### src/sv/tps_pkg.sv
`default_nettype none
// ---------------------------------------------------------------------------
// tps_pkg
// Shared types, codes and defaults of the tick process scheduler.
// ---------------------------------------------------------------------------
package tps_pkg;

  localparam int DEF_NUM_ENTRIES = 8;
  localparam int SLEEP_W         = 16;
  localparam int SLICE_W         = 8;
  localparam int OUT_IDX_W       = 3;
  localparam logic [SLICE_W-1:0] SLICE_LIMIT_RST = 8'd10;

  localparam logic [1:0] REQ_TICK  = 2'd0;
  localparam logic [1:0] REQ_SLEEP = 2'd1;
  localparam logic [1:0] REQ_EXIT  = 2'd2;
  localparam logic [1:0] REQ_FORK  = 2'd3;

  typedef enum logic [1:0] {
    ST_DEAD     = 2'd0,
    ST_RUNNABLE = 2'd1,
    ST_RUNNING  = 2'd2,
    ST_BLOCKED  = 2'd3
  } entry_st_t;

  typedef struct packed {
    logic [1:0]         req_type;
    logic [SLEEP_W-1:0] sleep_ticks;
  } in_word_t;

  typedef struct packed {
    logic [OUT_IDX_W-1:0] running_index;
    logic                 fork_ok;
    logic [OUT_IDX_W-1:0] fork_index;
  } out_word_t;

  // controller to datapath
  typedef struct packed {
    logic cap;
    logic mark_cur;
    logic idx_clr;
    logic idx_one;
    logic idx_inc;
    logic wake_wr;
    logic slice_upd;
    logic found_set;
    logic pick;
    logic fork_claim;
    logic out_load;
  } cmd_t;

  // datapath to controller
  typedef struct packed {
    logic [1:0] req_type;
    logic       idx_last;
    logic       search_hit;
    logic       dead_hit;
    logic       cur_running;
    logic       slice_keep;
    logic       out_free;
  } sts_t;

endpackage

`default_nettype wire

### src/sv/tick_process_scheduler.sv
`default_nettype none
// ---------------------------------------------------------------------------
// tick_process_scheduler
// Time-slice task scheduler with sleep, exit and fork requests.
// ---------------------------------------------------------------------------
//  port group  dir   handshake          word
//  in_*        in    in_valid/in_stall  in_word_t (req_type, sleep_ticks)
//  out_*       out   out_valid/out_stall out_word_t (running_index, fork_ok,
//                                       fork_index)
//  cfg_*       in    cfg_valid/cfg_ready slice limit, 8 bit
//
//  One request at a time. Tick, sleep and exit run the wake sweep (read
//  then write of the sleep RAM per entry) and, unless the running entry
//  keeps its slice, the runnable search (one entry a cycle). Fork scans
//  one entry a cycle.
//  A new word is taken while the last result still waits at the output.
//  Synchronous reset; no clearing pass. cfg_ready is always high.
// ---------------------------------------------------------------------------
module tick_process_scheduler import tps_pkg::*; #(
  parameter int NUM_ENTRIES = DEF_NUM_ENTRIES
) (
  input  wire logic               clk,
  input  wire logic               rst_n,
  input  wire logic               in_valid,
  output logic                    in_stall,
  input  wire in_word_t           in_data,
  output logic                    out_valid,
  input  wire logic               out_stall,
  output out_word_t               out_data,
  input  wire logic               cfg_valid,
  output logic                    cfg_ready,
  input  wire logic [SLICE_W-1:0] cfg_data
);

  cmd_t cmd;
  sts_t sts;

  assign cfg_ready = 1'b1;

  tps_ctrl u_ctrl (
    .clk      (clk),
    .rst_n    (rst_n),
    .in_valid (in_valid),
    .in_stall (in_stall),
    .sts      (sts),
    .cmd      (cmd)
  );

  tps_dp #(.NUM_ENTRIES(NUM_ENTRIES)) u_dp (
    .clk       (clk),
    .rst_n     (rst_n),
    .in_data   (in_data),
    .cfg_we    (cfg_valid & cfg_ready),
    .cfg_data  (cfg_data),
    .cmd       (cmd),
    .sts       (sts),
    .out_valid (out_valid),
    .out_stall (out_stall),
    .out_data  (out_data)
  );

endmodule

`default_nettype wire

### src/sv/tps_ram.sv
`default_nettype none
// ---------------------------------------------------------------------------
// tps_ram
// Generic single write, single read RAM with registered read data.
// ---------------------------------------------------------------------------
module tps_ram #(
  parameter int WIDTH = 8,
  parameter int DEPTH = 8
) (
  input  wire logic                     clk,
  input  wire logic                     we,
  input  wire logic [$clog2(DEPTH)-1:0] waddr,
  input  wire logic [WIDTH-1:0]         wdata,
  input  wire logic [$clog2(DEPTH)-1:0] raddr,
  output logic      [WIDTH-1:0]         rdata
);

  logic [WIDTH-1:0] mem [DEPTH];

  always_ff @(posedge clk) begin
    if (we) begin
      mem[waddr] <= wdata;
    end
    rdata <= mem[raddr];
  end

endmodule

`default_nettype wire

### src/sv/tps_ctrl.sv
`default_nettype none
// ---------------------------------------------------------------------------
// tps_ctrl
// Sequencer: wake sweep, slice update, runnable search and fork scan.
// ---------------------------------------------------------------------------
module tps_ctrl import tps_pkg::*; (
  input  wire logic clk,
  input  wire logic rst_n,
  input  wire logic in_valid,
  output logic      in_stall,
  input  wire sts_t sts,
  output cmd_t      cmd
);

  typedef enum logic [3:0] {
    S_IDLE,
    S_PRE,
    S_WRD,
    S_WWR,
    S_SRD,
    S_SWR,
    S_SRCH,
    S_PICK,
    S_FORK,
    S_DONE
  } state_t;

  state_t state_r, state_nxt;

  assign in_stall = (state_r != S_IDLE);

  always_comb begin
    state_nxt = state_r;
    cmd       = '0;
    unique case (state_r)
      S_IDLE: begin
        if (in_valid) begin
          cmd.cap   = 1'b1;
          state_nxt = S_PRE;
        end
      end
      S_PRE: begin
        cmd.idx_clr = 1'b1;
        if (sts.req_type == REQ_FORK) begin
          state_nxt = S_FORK;
        end else begin
          cmd.mark_cur = 1'b1;
          state_nxt    = S_WRD;
        end
      end
      S_WRD: begin
        state_nxt = S_WWR;
      end
      S_WWR: begin
        cmd.wake_wr = 1'b1;
        if (sts.idx_last) begin
          state_nxt = S_SRD;
        end else begin
          cmd.idx_inc = 1'b1;
          state_nxt   = S_WRD;
        end
      end
      S_SRD: begin
        if (sts.cur_running) begin
          state_nxt = S_SWR;
        end else begin
          cmd.idx_one = 1'b1;
          state_nxt   = S_SRCH;
        end
      end
      S_SWR: begin
        cmd.slice_upd = 1'b1;
        if (sts.slice_keep) begin
          state_nxt = S_DONE;
        end else begin
          cmd.idx_one = 1'b1;
          state_nxt   = S_SRCH;
        end
      end
      S_SRCH: begin
        if (sts.search_hit) begin
          cmd.found_set = 1'b1;
          state_nxt     = S_PICK;
        end else if (sts.idx_last) begin
          state_nxt = S_PICK;
        end else begin
          cmd.idx_inc = 1'b1;
        end
      end
      S_PICK: begin
        cmd.pick  = 1'b1;
        state_nxt = S_DONE;
      end
      S_FORK: begin
        if (sts.dead_hit) begin
          cmd.fork_claim = 1'b1;
          state_nxt      = S_DONE;
        end else if (sts.idx_last) begin
          state_nxt = S_DONE;
        end else begin
          cmd.idx_inc = 1'b1;
        end
      end
      S_DONE: begin
        if (sts.out_free) begin
          cmd.out_load = 1'b1;
          state_nxt    = S_IDLE;
        end
      end
      default: state_nxt = S_IDLE;
    endcase
  end

  always_ff @(posedge clk) begin
    if (!rst_n) begin
      state_r <= S_IDLE;
    end else begin
      state_r <= state_nxt;
    end
  end

  a_out_when_free: assert property (@(posedge clk) disable iff (!rst_n)
    (state_r == S_DONE && !sts.out_free) |=> (state_r == S_DONE))
    else $error("result dropped while output word pending");

endmodule

`default_nettype wire

### src/sv/tps_dp.sv
`default_nettype none
// ---------------------------------------------------------------------------
// tps_dp
// Task table, sleep and slice counters, search registers and output word.
// ---------------------------------------------------------------------------
module tps_dp import tps_pkg::*; #(
  parameter int NUM_ENTRIES = DEF_NUM_ENTRIES
) (
  input  wire logic               clk,
  input  wire logic               rst_n,
  input  wire in_word_t           in_data,
  input  wire logic               cfg_we,
  input  wire logic [SLICE_W-1:0] cfg_data,
  input  wire cmd_t               cmd,
  output sts_t                    sts,
  output logic                    out_valid,
  input  wire logic               out_stall,
  output out_word_t               out_data
);

  localparam int IW = $clog2(NUM_ENTRIES);

  entry_st_t          status_r [NUM_ENTRIES];
  logic [NUM_ENTRIES-1:0] slice_vld_r;
  logic [IW-1:0]      idx_r, cur_r, found_r, fork_idx_r;
  logic               found_vld_r, fork_ok_r;
  logic [1:0]         req_r;
  logic [SLEEP_W-1:0] ticks_r;
  logic [SLICE_W-1:0] limit_r;
  logic               out_valid_r;
  out_word_t          out_data_r;

  entry_st_t          st_idx, st_cur, st_pick;
  logic [IW-1:0]      pick_idx;
  logic [SLEEP_W-1:0] sleep_rdata, sleep_dec, sleep_wdata;
  logic [IW-1:0]      sleep_waddr, slice_waddr;
  logic               sleep_we, slice_we;
  logic [SLICE_W-1:0] slice_rdata, slice_cnt, slice_wdata;
  logic [NUM_ENTRIES-1:0] run_vec;

  assign st_idx   = status_r[idx_r];
  assign st_cur   = status_r[cur_r];
  assign st_pick  = status_r[found_r];
  assign pick_idx = found_vld_r ? found_r
                  : ((st_cur == ST_RUNNABLE) ? cur_r : '0);

  assign sleep_dec = sleep_rdata - SLEEP_W'(1);
  assign slice_cnt = (slice_vld_r[cur_r] ? slice_rdata : '0) + SLICE_W'(1);

  always_comb begin
    sleep_we    = 1'b0;
    sleep_waddr = idx_r;
    sleep_wdata = sleep_dec;
    if (cmd.mark_cur && req_r == REQ_SLEEP) begin
      sleep_we    = 1'b1;
      sleep_waddr = cur_r;
      sleep_wdata = ticks_r;
    end else if (cmd.wake_wr && st_idx == ST_BLOCKED) begin
      sleep_we = 1'b1;
    end
  end

  always_comb begin
    slice_we    = cmd.slice_upd | cmd.fork_claim;
    slice_waddr = cmd.fork_claim ? idx_r : cur_r;
    slice_wdata = (cmd.slice_upd && sts.slice_keep) ? slice_cnt : '0;
  end

  tps_ram #(.WIDTH(SLEEP_W), .DEPTH(NUM_ENTRIES)) u_sleep_ram (
    .clk   (clk),
    .we    (sleep_we),
    .waddr (sleep_waddr),
    .wdata (sleep_wdata),
    .raddr (idx_r),
    .rdata (sleep_rdata)
  );

  tps_ram #(.WIDTH(SLICE_W), .DEPTH(NUM_ENTRIES)) u_slice_ram (
    .clk   (clk),
    .we    (slice_we),
    .waddr (slice_waddr),
    .wdata (slice_wdata),
    .raddr (cur_r),
    .rdata (slice_rdata)
  );

  always_comb begin
    sts.req_type    = req_r;
    sts.idx_last    = (idx_r == IW'(NUM_ENTRIES - 1));
    sts.search_hit  = (st_idx == ST_RUNNABLE) && (idx_r != cur_r);
    sts.dead_hit    = (st_idx == ST_DEAD);
    sts.cur_running = (st_cur == ST_RUNNING);
    sts.slice_keep  = (slice_cnt < limit_r);
    sts.out_free    = !out_valid_r || !out_stall;
  end

  always_ff @(posedge clk) begin
    if (!rst_n) begin
      for (int i = 0; i < NUM_ENTRIES; i++) begin
        status_r[i] <= (i == 0) ? ST_RUNNING : ST_DEAD;
      end
      slice_vld_r <= '0;
      cur_r       <= '0;
      limit_r     <= SLICE_LIMIT_RST;
      out_valid_r <= 1'b0;
      found_vld_r <= 1'b0;
      fork_ok_r   <= 1'b0;
    end else begin
      if (cfg_we) begin
        limit_r <= cfg_data;
      end
      if (cmd.cap) begin
        found_vld_r <= 1'b0;
        fork_ok_r   <= 1'b0;
      end
      if (cmd.mark_cur) begin
        if (req_r == REQ_SLEEP) begin
          status_r[cur_r] <= ST_BLOCKED;
        end else if (req_r == REQ_EXIT) begin
          status_r[cur_r] <= ST_DEAD;
        end
      end
      if (cmd.wake_wr && st_idx == ST_BLOCKED && sleep_dec == '0) begin
        status_r[idx_r] <= ST_RUNNABLE;
      end
      if (slice_we) begin
        slice_vld_r[slice_waddr] <= 1'b1;
      end
      if (cmd.slice_upd && !sts.slice_keep) begin
        status_r[cur_r] <= ST_RUNNABLE;
      end
      if (cmd.found_set) begin
        found_vld_r <= 1'b1;
      end
      if (cmd.pick) begin
        status_r[pick_idx] <= ST_RUNNING;
        cur_r              <= pick_idx;
      end
      if (cmd.fork_claim) begin
        status_r[idx_r] <= ST_RUNNABLE;
        fork_ok_r       <= 1'b1;
      end
      if (cmd.out_load) begin
        out_valid_r <= 1'b1;
      end else if (!out_stall) begin
        out_valid_r <= 1'b0;
      end
    end
  end

  always_ff @(posedge clk) begin
    if (cmd.cap) begin
      req_r      <= in_data.req_type;
      ticks_r    <= in_data.sleep_ticks;
      fork_idx_r <= '0;
    end
    if (cmd.fork_claim) begin
      fork_idx_r <= idx_r;
    end
    if (cmd.found_set) begin
      found_r <= idx_r;
    end
    if (cmd.idx_clr) begin
      idx_r <= '0;
    end else if (cmd.idx_one) begin
      idx_r <= IW'(1);
    end else if (cmd.idx_inc) begin
      idx_r <= idx_r + IW'(1);
    end
    if (cmd.out_load) begin
      out_data_r.running_index <= OUT_IDX_W'(cur_r);
      out_data_r.fork_ok       <= fork_ok_r;
      out_data_r.fork_index    <= OUT_IDX_W'(fork_idx_r);
    end
  end

  assign out_valid = out_valid_r;
  assign out_data  = out_data_r;

  for (genvar g = 0; g < NUM_ENTRIES; g++) begin : g_run
    assign run_vec[g] = (status_r[g] == ST_RUNNING);
  end

  a_one_running: assert property (@(posedge clk) disable iff (!rst_n)
    $countones(run_vec) <= 1)
    else $error("more than one task running");

  a_pick_runs: assert property (@(posedge clk) disable iff (!rst_n)
    cmd.pick |=> (status_r[cur_r] == ST_RUNNING))
    else $error("chosen task not marked running");

  a_found_runnable: assert property (@(posedge clk) disable iff (!rst_n)
    cmd.pick && found_vld_r |-> (st_pick == ST_RUNNABLE))
    else $error("search result no longer runnable");

  a_fork_claim: assert property (@(posedge clk) disable iff (!rst_n)
    cmd.fork_claim |=> fork_ok_r && (status_r[fork_idx_r] == ST_RUNNABLE))
    else $error("fork claim not recorded");

endmodule

`default_nettype wire

### config.mk
export PLATFORM = sky130hd
export DESIGN_NAME = tick_process_scheduler
export DESIGN_NICKNAME = d
export VERILOG_FILES = /design/src/sv/tps_pkg.sv /design/src/sv/tick_process_scheduler.sv /design/src/sv/tps_ram.sv /design/src/sv/tps_ctrl.sv /design/src/sv/tps_dp.sv
export SDC_FILE = /design/constraint.sdc
export NUM_CORES = 1
export LEC_CHECK = 0
export ABC_AREA = 1
export ABC_CLOCK_PERIOD_IN_PS = 8600
export BUFFER_PORTS_ARGS = -buffer_cell sky130_fd_sc_hd__buf_4
export CAP_MARGIN = 30
export CORE_MARGIN = 2
export CORE_UTILIZATION = 25
export DETAILED_ROUTE_END_ITERATION = 10
export PLACE_DENSITY = 0.5
export SYNTH_ARGS = -nofsm -noshare
export SYNTH_HDL_FRONTEND = slang
export SYNTH_SLANG_ARGS = --single-unit
### constraint.sdc
create_clock -name clk -period 8.6 [get_ports clk]
set_clock_uncertainty 0.1 [all_clocks]
set_input_delay 1.72 -clock clk [delete_from_list [all_inputs] [get_ports clk]]
set_output_delay 1.72 -clock clk [all_outputs]
set_load 0.02 [all_outputs]
==> results of run 1 <==
==> flip-flops by register name, indices dropped and copies added (netlist names), named ones only <==
| register | cells |
|---|---|
| u_dp.u_sleep_ram.rdata | 16 |
| u_dp.fork_ok_r | 1 |
| u_dp.u_sleep_ram.mem | 128 |
| u_dp.u_slice_ram.rdata | 8 |
| u_dp.found_vld_r | 1 |
| u_dp.limit_r | 8 |
| u_dp.out_data | 7 |
| u_dp.slice_vld_r | 8 |
| u_dp.idx_r | 3 |
| u_dp.status_r | 16 |
| u_dp.found_r | 3 |
| u_dp.ticks_r | 16 |
| u_ctrl.state_r | 4 |
| u_dp.req_r | 2 |
| u_dp.u_slice_ram.mem | 64 |
| u_dp.out_valid | 1 |
| u_dp.cur_r | 3 |
| u_dp.fork_idx_r | 3 |
==> worst paths after layout <==
path / to
max: u_dp.u_slice_ram.mem[3][6]
min: u_dp.out_data[0]
max reg2reg: u_dp.u_slice_ram.mem[3][6]
min reg2reg: u_dp.out_data[0]
==> power by group through the flow <==
stage	registers (mW)	logic, mW	clock network (mW)
final	1.85	0.821	1.37
after global routing	1.85	0.930	1.46
after CTS	1.85	0.819	1.41
after detailed placement	1.88	0.817	0
after global placement	1.88	0.792	0
after floorplan	1.83	0.555	0
==> layout make-up <==
cell class                      instances  area (sq um)
Fill cell                            5141         35400
Sequential cell                       295          8300
Multi-Input combinational cell        796          3840
Tap cell                              672           841
Clock buffer                           36           815
Timing Repair Buffer                   73           549
Inverter                              118           447
Clock inverter                         19           235
Antenna cell                            1          2.50
==> cell families (layout without fill, tap and decap cells) <==
kind of cell / count (synthesis) / count (layout) / synth area share
AOI/OAI and AO/OA: 244 / 244 / 0.104
xor gates and xnor gates: 10 / 10 / 0.00742
adders and majority gates: 12 / 12 / 0.0117
buffers and inverters: 170 / 246 / 0.0528
DFF: 295 / 295 / 0.648
other: 1 / 2 / 0.000293
and+or+nand+nor: 529 / 529 / 0.176
==> synthesized netlist by cell type (all sizes together) <==
cell / number
nand3: 47
nor3: 4
o31ai: 2
nor2: 315
o311ai: 1
clkinv: 2
o21bai: 1
nand2: 156
o21ai: 149
a211oi: 1
dfxtp: 56
o211ai: 9
ha: 12
a21oi: 25
xor2: 9
xnor2: 1
nand4: 5
buf: 19
inv: 116
conb: 1
o22ai: 28
a31oi: 28
clkbuf: 33
edfxtp: 239
nand3b: 2
==> metal layers <==
layer / vias up / track usage / share of wire
li1: 4400 / - / -
met1: 4276 / 0.166 / 0.48
met2: 189 / 0.191 / 0.45
met3: 47 / 0.0201 / 0.050
met4: 0 / 0.0361 / 0.021
met5: - / 0 / 0
==> cell usage in the layout (no fill, tap or decap), drive strengths merged, types with 2 or more instances in the layout <==
cell      Yosys  final
o211ai        9      9
nor2        315    315
o21ai       149    149
dfxtp        56     56
clkbuf       33     38
clkinvlp      0      2
nand3b        2      2
xor2          9      9
buf          19     71
nand2       156    156
ha           12     12
clkinv        2     12
nand4         5      5
bufinv        0      5
a21oi        25     25
inv         116    118
nand3        47     47
nor3          4      4
o22ai        28     28
o31ai         2      2
edfxtp      239    239
a31oi        28     28
==> metrics by stage <==
stage	total power, mW	hold slack, ns	utilization	cell area [sq um]
floorplan	2.38	0.300	-	12800
global placement	2.67	0.301	0.276	13900
detailed placement	2.69	0.320	0.277	14000
CTS	4.08	0.320	0.298	15000
global route	4.24	0.330	0.298	15000
finish	4.04	0.318	0.298	15000
==> metrics.md, run 1 <==
| Metric | Value |
|---|---|
| Setup bufs post-CTS | 0 |
| Clock tree buffer depth | 3 |
| Clock power frac | 0.340 |
| Non-Filler Instances | 2010 |
| Post-DP HPWL | 20.6 mm |
| Largest fanout on the critical path | 25 |
| Crit path from | u_dp.cur_r[1] |
| Die ar. | 53100 sq um |
| Worst setup SP type | register |
| Vias in the first global route | 8626 |
| HP Class | reg2reg |
| CP top delay family | simple AND/OR/NAND/NOR gates |
| Clk slew on worst S/H paths | 0.06 ns |
| I/O pins | 41 |
| Post-cts sizing count | 0 |
| Mapped cell area | 12800 sq um |
| Top cell type's share of synthesized area | 0.560 |
| Crit path DAT | 5.33 ns |
| # setup viols final | 0 |
| Status | completed |
| Crit-path cells | inv_1 > nor2_1 > nand2_1 > nand3_1 > nand2_1 > inv_1 > nand2_1 > nor3_1 > nand3_1 > nor2_1 > nand2_1 > xor2_1 > inv_1 > ha_1 > nand2_1 > nor2_1 > a211oi_1 > nand3_1 > nor2_1 |
| Clock root buffer | clkbuf_16 |
| Layout area overhead | 17.3% |
| First-pass GRT wire length | 49.3 mm |
| Slack of the worst reg-to-reg path | 3.47 ns |
| Avg Inst Size Synth | 10.2 sq um |
| P per Cell Area | 269 nW/um^2 |
| Highest-delay cell along the critical path | dfxtp_1 |
| Synth Net Count | 1304 |
| Placed cells | 1952 |
| Total of max-cap violations | 0 |
| Num rows | 82 |
| Minimum clock period after layout | 5.13 ns |
| Worst skew pair latency | 0.57 ns |
| Initial DRC Count | 629 |
| Avg WL per Cell | 15.7 um |
| Core Area | 50400 sq um |
| RR Startpoint | u_dp.cur_r[1] |
| Final setup TNS | 0 ns |
| Period utilisation layout | 0.597 |
| Sequential area share after synthesis | 0.648 |
| R2R depth | 19 |
| Worst slew margin | 0.304 |
| DRC Markers | 0 |
| Synth warn | 0 |
| Worst Setup Slack post-DPL | 3.53 ns |
| # hold bufs at CTS | 0 |
| Final Worst Setup Slack | 3.47 ns |
| Clock sink total | 295 |
| Flop pwr share | 0.457 |
| Critical path depth | 19 |
| TritonCTS buffer count | 30 |
| Hold Startpoint | u_dp.fork_idx_r[0] |
| Part of the power in combinational logic | 0.203 |
| Leak | 5.39 nW |
| Gr ovfl total | 0 |
| Unrepaired setup endpoints after global routing | no |
| CP Class | reg2reg |
| Final hold viol count | 0 |
| TritonCTS clock tree | done |
| Initial Utilization | 0.254 |
| CP peak stage delay | 0.83 ns |
| Layout net count | 1357 |
| Share of cells above drive strength 1 | 0.130 |
| Gpl congestion | 0.823 |
| H-tree depth | 1 |
| Largest net degree at the start of global routing | 70 |
| NetSw | 1.23 mW |
| Worst IR Drop VDD | 0.000158 V |
| Hold path depth | 0 |
| Die height | 230 um |
| Pre-antenna DRT Iters | 5 |
| Seq cells post-synth | 295 |
| Sw frac | 0.304 |
| Endpoint class of the critical path | register |
| Die X | 230 um |
| DRT antenna net count | 0 |
| GRT Total Usage | 0.120 |
| Wirelength, routed | 31.6 mm |
| Power Internal | 2.81 mW |
| Fmax | 195 MHz |
| Routed vias/inst | 4.43 |
| Syn Inst Count | 1261 |
| Port Buffers | 39 |
| Cell taking the most area after synthesis | edfxtp_1 |
| Most used cell, CP | nand2_1 |
| CP bufs+invs | 3 |
| Vias | 8912 |
| Synth top area cells | edfxtp_1 56%, nor2_1 8.8%, dfxtp_1 8.8% |
| CP required | 8.80 ns |
| Final Max Tran Viols | 0 |
| Slew @ Worst Pin | 1.04 ns |
| Synth cell types | 42 |
| Initial antenna violation count | 0 |
Power figures use the tool's default switching activity.
==> run 2: changes to the inputs <==
- ABC_CLOCK_PERIOD_IN_PS: 8600 -> 5000
- clock period: 8.6 -> 5 ns (I/O delays scaled with it)
==> metrics.md, run 2 (same netlist as run 1, synthesis figures left out) <==
| Metric | Value |
|---|---|
| Status | completed |
| NetSw | 2.12 mW (+73%) |
| First-pass GRT wire length | 50.3 mm (+1.8%) |
| Met1 WL | 15.6 mm (+2.6%) |
| Clock root buffer | clkbuf_16 |
| H-tree depth | 1 (unchanged) |
| DRT antenna net count | 0 (unchanged) |
| DRC Markers | 0 (unchanged) |
| Minimum clock period after layout | 4.27 ns (-0.866 ns) |
| Total of max-cap violations | 0 (unchanged) |
| Layout net count | 1360 (+0.22%) |
| Share of cells above drive strength 1 | 0.136 (+0.00558) |
| R2R depth | 20 (+1) |
| Max Used Layer | met4 |
| Port Buffers | 39 (unchanged) |
| Die X | 230 um (unchanged) |
| Initial Utilization | 0.254 (unchanged) |
| Final Power | 7.02 mW (+74%) |
| TritonCTS clock tree | done |
| Flop pwr share | 0.449 (-0.008) |
| Initial DRC Count | 594 (-5.6%) |
| Largest fanout on the critical path | 20 (-20%) |
| CP Class | reg2reg |
| Layout area overhead | 17.8% |
| HP Class | reg2reg |
| Endpoint class of the critical path | register |
| Fmax | 234 MHz (+20%) |
| Commonest non-fill, non-tap cells in the layout | 301 x nor2_1, 239 x edfxtp_1, 145 x o21ai_0, 136 x nand2_1, 107 x inv_1 |
| Unrepaired setup endpoints after global routing | no |
| Critical R2R Capture | u_dp.u_slice_ram.mem[5][0] |
| WL met3 | 1.19 mm (-26%) |
| Final Max Tran Viols | 0 (unchanged) |
| Die ar. | 53100 sq um (unchanged) |
| Wirelength, routed | 32.4 mm (+2.4%) |
| Num rows | 82 (unchanged) |
| Crit path DAT | 4.46 ns (-0.87 ns) |
| Core Area | 50400 sq um (unchanged) |
| Vias in the first global route | 8608 (-0.21%) |
| Hold path depth | 0 (unchanged) |
| Met2 routed WL | 15.1 mm (+6.5%) |
| # setup viols final | 0 (unchanged) |
| Leak | 5.43 nW (+0.88%) |
| Pre-antenna DRT Iters | 5 (unchanged) |
| Final setup TNS | 0 ns (unchanged) |
| Worst skew pair latency | 0.57 ns (about the same) |
| TritonCTS buffer count | 30 (unchanged) |
| Placed cells | 1956 (+0.20%) |
| CP required | 5.19 ns (-3.61 ns) |
| Part of the power in combinational logic | 0.201 (-0.002) |
| Slack of the worst reg-to-reg path | 0.73 ns (-2.73 ns) |
| Routed vias/inst | 4.40 (-0.68%) |
| Vias | 8865 (-0.53%) |
| Period utilisation layout | 0.853 (+0.257) |
| Largest registers | u_dp.u_sleep_ram.mem (128), u_dp.u_slice_ram.mem (64) |
| Worst slew margin | 0.289 (-0.0153) |
| Sw frac | 0.302 (-0.00139) |
| Gpl congestion | 0.856 (+4.0%) |
| I/O pins | 41 (unchanged) |
| Die height | 230 um (unchanged) |
| Clk slew on worst S/H paths | 0.07 ns (about the same) |
| Non-Filler Instances | 2013 (+0.15%) |
| Initial antenna violation count | 0 (unchanged) |
| Hold Startpoint | u_dp.fork_idx_r[1] |
| Largest net degree at the start of global routing | 66 (-5.7%) |
| Worst setup SP type | register |
| Max reg flops | 128 (unchanged) |
| Clock tree buffer depth | 3 (unchanged) |
| P per Cell Area | 465 nW/um^2 (+73%) |
| Worst IR Drop VDD | 0.000259 V (+65%) |
| Hold path endpoint | u_dp.out_data[1] |
| GRT Total Usage | 0.121 (+0.000976) |
| Diodes inserted | 0 (-1) |
| Post-DP HPWL | 21.0 mm (+1.7%) |
| Clock sink total | 295 (unchanged) |
| Top reg by flops | u_dp.u_sleep_ram.mem |
| Power Internal | 4.89 mW (+74%) |
| Slew @ Worst Pin | 1.06 ns (+0.0166 ns) |
| RR Startpoint | u_dp.cur_r[0] |
| Avg WL per Cell | 16.1 um (+2.3%) |
| Clock power frac | 0.350 (+0.010) |
| Setup bufs post-CTS | 0 (unchanged) |
| Post-cts sizing count | 0 (unchanged) |
| # hold bufs at CTS | 0 (unchanged) |
| Gr ovfl total | 0 (unchanged) |
| Final hold viol count | 0 (unchanged) |
| Commonest non-fill, non-tap cell in the layout | nor2_1 |
[run 2: cell count changes in the layout (fill, tap and decap cells not counted), sizes merged]
cell | previous run | this run
buf | 71 | 75
clkinv | 12 | 9
clkinvlp | 2 | 4
bufinv | 5 | 6
clkbuf | 38 | 37
diode | 1 | 0
inv | 118 | 119
[run 2: area by class of cell]
class,instances,area [sq um]
clock buffer,36,825
sequential,295,8300
inverter,118,447
clock inverter,20,274
multi-input combinational,796,3840
timing repair buffer,76,571
fill,5164,35300
tap,672,841
[run 2: stage by stage]
step                cell area, sq um  hold WS, ns  worst slack (ns)  utilization
floorplan                      12800        0.300              1.58            -
global placement               14000        0.304             0.800        0.277
detailed placement             14000        0.315             0.787        0.278
CTS                            15100        0.327             0.748        0.299
global route                   15100        0.328             0.193        0.300
finish                         15100        0.327             0.733        0.300
[run 2: critical path: stages, from the launching register on]
cell and delay, ns:
dfxtp_1 0.43, buf_4 0.28, nor2_1 0.07, nor2_1 0.08
nand2_1 0.05, nand3_1 0.09, nand2_1 0.12, inv_1 0.14
nand2_1 0.08, nor3_1 0.24, nand3_1 0.17, nor2_1 0.12
nand2_1 0.07, xor2_1 0.20, inv_1 0.07, ha_1 0.31
nand2_1 0.09, nor2_1 0.05, a211oi_1 0.22, nand3_1 0.43
nor2_1 0.57
[run 2: metal layers]
| layer | vias to the layer above | track usage |
|---|---|---|
| met1 | 4282 | 0.167 |
| met2 | 156 | 0.200 |
| li1 | 4394 | - |
| met3 | 33 | 0.0159 |
| met5 | - | 0 |
| met4 | 0 | 0.0302 |
[run 2: power groups by stage]
stage               clock network, mW  logic, mW  registers [mW]
finish                           2.45       1.41            3.15
global route                     2.61       1.59            3.17
CTS                              2.52       1.41            3.15
global placement                    0       1.36            3.21
floorplan                           0      0.955            3.14
detailed placement                  0       1.41            3.20
[run 2: worst max-delay path by stage]
stage	cells past startpoint	start	slack, ns	endpoint
finish	20	u_dp.cur_r[0]	0.73	u_dp.u_slice_ram.mem[5][0]
global route	20	u_dp.cur_r[0]	0.19	u_dp.u_slice_ram.mem[6][6]
CTS	20	u_dp.cur_r[0]	0.75	u_dp.u_slice_ram.mem[7][2]
detailed placement	20	u_dp.cur_r[0]	0.79	u_dp.u_slice_ram.mem[6][0]
global placement	18	u_dp.cur_r[0]	0.80	u_dp.u_slice_ram.mem[2][7]
floorplan	25	u_dp.cur_r[1]	1.58	u_dp.status_r[2][0]
==> run 3: changes to the inputs <==
--- a/config.mk
+++ b/config.mk
@@ -12,4 +12,5 @@
 export CORE_MARGIN = 2
 export CORE_UTILIZATION = 25
+export CTS_CLUSTER_SIZE = 20
 export DETAILED_ROUTE_END_ITERATION = 10
 export PLACE_DENSITY = 0.5
==> constraint.sdc (replaced) <==
create_clock -name clk -period 5 [get_ports clk]
set_clock_uncertainty 0.1 [all_clocks]
set_input_delay 0 -clock clk [delete_from_list [all_inputs] [get_ports clk]]
set_output_delay 0 -clock clk [all_outputs]
set_load 0.02 [all_outputs]
==> metrics.md, run 3 (same netlist as run 1, synthesis figures left out) <==
| Metric | Value |
|---|---|
| Status | completed |
| Routed vias/inst | 4.38 (-0.63%) |
| Largest registers | u_dp.u_sleep_ram.mem (128), u_dp.u_slice_ram.mem (64) |
| Commonest non-fill, non-tap cell in the layout | nor2_1 |
| Gpl congestion | 0.855 (about the same) |
| Period utilisation layout | 0.845 (-0.00852) |
| Initial Utilization | 0.254 (unchanged) |
| Fmax | 237 MHz (+1.0%) |
| Worst IR Drop VDD | 0.000221 V (-15%) |
| Placed cells | 1955 (-0.051%) |
| I/O pins | 41 (unchanged) |
| Die height | 230 um (unchanged) |
| CP peak stage delay | 0.57 ns (about the same) |
| Leak | 5.57 nW (+2.6%) |
| Post-DP HPWL | 21.0 mm (-0.24%) |
| Cell Area, Placed | 14000 sq um (about the same) |
| Initial antenna violation count | 0 (unchanged) |
| Endpoint class of the critical path | register |
| Vias | 9002 (+1.5%) |
| Clock tree buffer depth | 3 (unchanged) |
| Commonest non-fill, non-tap cells in the layout | 301 x nor2_1, 239 x edfxtp_1, 145 x o21ai_0, 136 x nand2_1, 107 x inv_1 |
| R2R depth | 20 (unchanged) |
| Final core utilization | 0.306 (+0.00663) |
| DRT antenna net count | 0 (unchanged) |
| Num rows | 82 (unchanged) |
| Top reg by flops | u_dp.u_sleep_ram.mem |
| Worst slew margin | 0.209 (-0.0800) |
| First-pass GRT wire length | 50.9 mm (+1.3%) |
| Die ar. | 53100 sq um (unchanged) |
| Clock root buffer | clkbuf_16 |
| Core Area | 50400 sq um (unchanged) |
| Slew @ Worst Pin | 1.17 ns (+0.119 ns) |
| Critical R2R Capture | u_dp.u_slice_ram.mem[2][7] |
| TritonCTS clock tree | done |
| HP Class | in2reg |
| Largest fanout on the critical path | 20 (unchanged) |
| Layout net count | 1404 (+3.2%) |
| Gr ovfl total | 0 (unchanged) |
| Final hold viol count | 0 (unchanged) |
| CP required | 5.19 ns (about the same) |
| Crit-path cells | buf_4 > nor2_1 > nor2_1 > nand2_1 > nand3_1 > nand2_1 > inv_1 > nand2_1 > nor3_1 > nand3_1 > nor2_1 > nand2_1 > xor2_1 > inv_1 > ha_1 > nand2_1 > nor2_1 > a211oi_1 > nand3_1 > nor2_1 |
| Highest-delay cell along the critical path | nor2_1 |
| Worst skew pair latency | 0.57 ns (about the same) |
| Minimum clock period after layout | 4.22 ns (-0.0426 ns) |
| RR Startpoint | u_dp.cur_r[0] |
| H-tree depth | 1 (unchanged) |
| Final setup TNS | 0 ns (unchanged) |
| Filler cell count | 5163 (-0.019%) |
| Port Buffers | 39 (unchanged) |
| Clock sink total | 295 (unchanged) |
| Die X | 230 um (unchanged) |
| Worst setup SP type | register |
| # setup viols final | 0 (unchanged) |
| Clk slew on worst S/H paths | 0.07 ns (about the same) |
| TritonCTS buffer count | 31 (+3.3%) |
| Final Power | 6.82 mW (-2.8%) |
| Avg WL per Cell | 15.9 um (-1.1%) |
| Critical Path End | u_dp.u_slice_ram.mem[2][7] |
| Unrepaired setup endpoints after global routing | no |
| Sequential cell area | 8300 sq um (unchanged) |
| Total of max-cap violations | 0 (unchanged) |
| Layout area overhead | 20.4% |
| Crit path from | u_dp.cur_r[0] |
| Crit path DAT | 4.42 ns (-0.04 ns) |
| P per Cell Area | 442 nW/um^2 (-4.9%) |
| CP Class | reg2reg |
| Pre-antenna DRT Iters | 4 (-1) |
| Final Max Tran Viols | 0 (unchanged) |
| Wirelength, routed | 32.7 mm (+1.1%) |
| GRT Total Usage | 0.122 (+0.00172) |
| Non-Filler Instances | 2057 (+2.2%) |
| DRC Markers | 0 (unchanged) |
| Area of the multi-input gates | 3840 sq um (unchanged) |
| Initial DRC Count | 604 (+1.7%) |
| Setup bufs post-CTS | 0 (unchanged) |
| Largest net degree at the start of global routing | 66 (unchanged) |
| Vias in the first global route | 8927 (+3.7%) |
| Diodes inserted | 0 (unchanged) |
| Share of cells above drive strength 1 | 0.127 (-0.00864) |
| Slack of the worst reg-to-reg path | 0.78 ns (+0.04 ns) |
| Max reg flops | 128 (unchanged) |
| Final instance area | 15400 sq um (+2.2%) |
[run 3: worst min path at each step]
stage / from / to / slack, ns / depth (start not counted)
3_3_place_gp: in_data[6] / u_dp.ticks_r[6] / 0.08 / 1
3_5_place_dp: in_data[13] / u_dp.ticks_r[13] / 0.08 / 1
6_report: in_data[17] / u_dp.req_r[1] / 0.06 / 2
2_1_floorplan: in_data[16] / u_dp.req_r[0] / -0.001 / 0
4_1_cts: in_data[17] / u_dp.req_r[1] / 0.03 / 2
5_1_grt: in_data[16] / u_dp.req_r[0] / 0.04 / 2
[run 3: metal layers]
layer | vias up | routed length (um) | part of all wire | track usage
met2 | 174 | 15200 | 0.46 | 0.205
li1 | 4482 | - | - | -
met4 | 0 | 595 | 0.018 | 0.0329
met5 | - | 0 | 0 | 0
met3 | 44 | 1360 | 0.042 | 0.0167
met1 | 4302 | 15600 | 0.48 | 0.166
[run 3: through the flow]
step / hold WS, ns / setup slack (ns)
2_1_floorplan: -0.00113 / 1.58
3_3_place_gp: 0.0791 / 0.812
3_5_place_dp: 0.0795 / 0.790
4_1_cts: 0.0309 / 0.767
5_1_grt: 0.0435 / 0.230
6_report: 0.0562 / 0.775
[run 3: timing repair]
action,4_1_cts,5_1_grt
resized for setup,0,0
hold buffers,45,0
endpoints found under the hold margin,61,0
[run 3: cell type report]
class / instances / area share
clock buffers: 41 / 0.0568
clock inverters: 16 / 0.00787
well taps: 672 / 0.0545
flip-flops and latches: 295 / 0.538
repair buffers: 119 / 0.0652
multi-input cells: 796 / 0.249
inverters: 118 / 0.0290
[run 3: worst max-delay path: cells and delay by family (launching register included)]
kind	cells	cell delay, ns
simple gates	14	2.22
buf+inv	3	0.49
flops	1	0.43
fa+ha+maj	1	0.30
compound gates	1	0.23
xor+xnor	1	0.18
[run 3: where the power goes]
group          switching [mW]  internal (mW)  leakage [nW]  total [mW]
Combinational            1.04          0.402          2.57        1.44
Sequential              0.130           3.02          2.52        3.15
Clock                   0.943           1.29         0.487        2.23
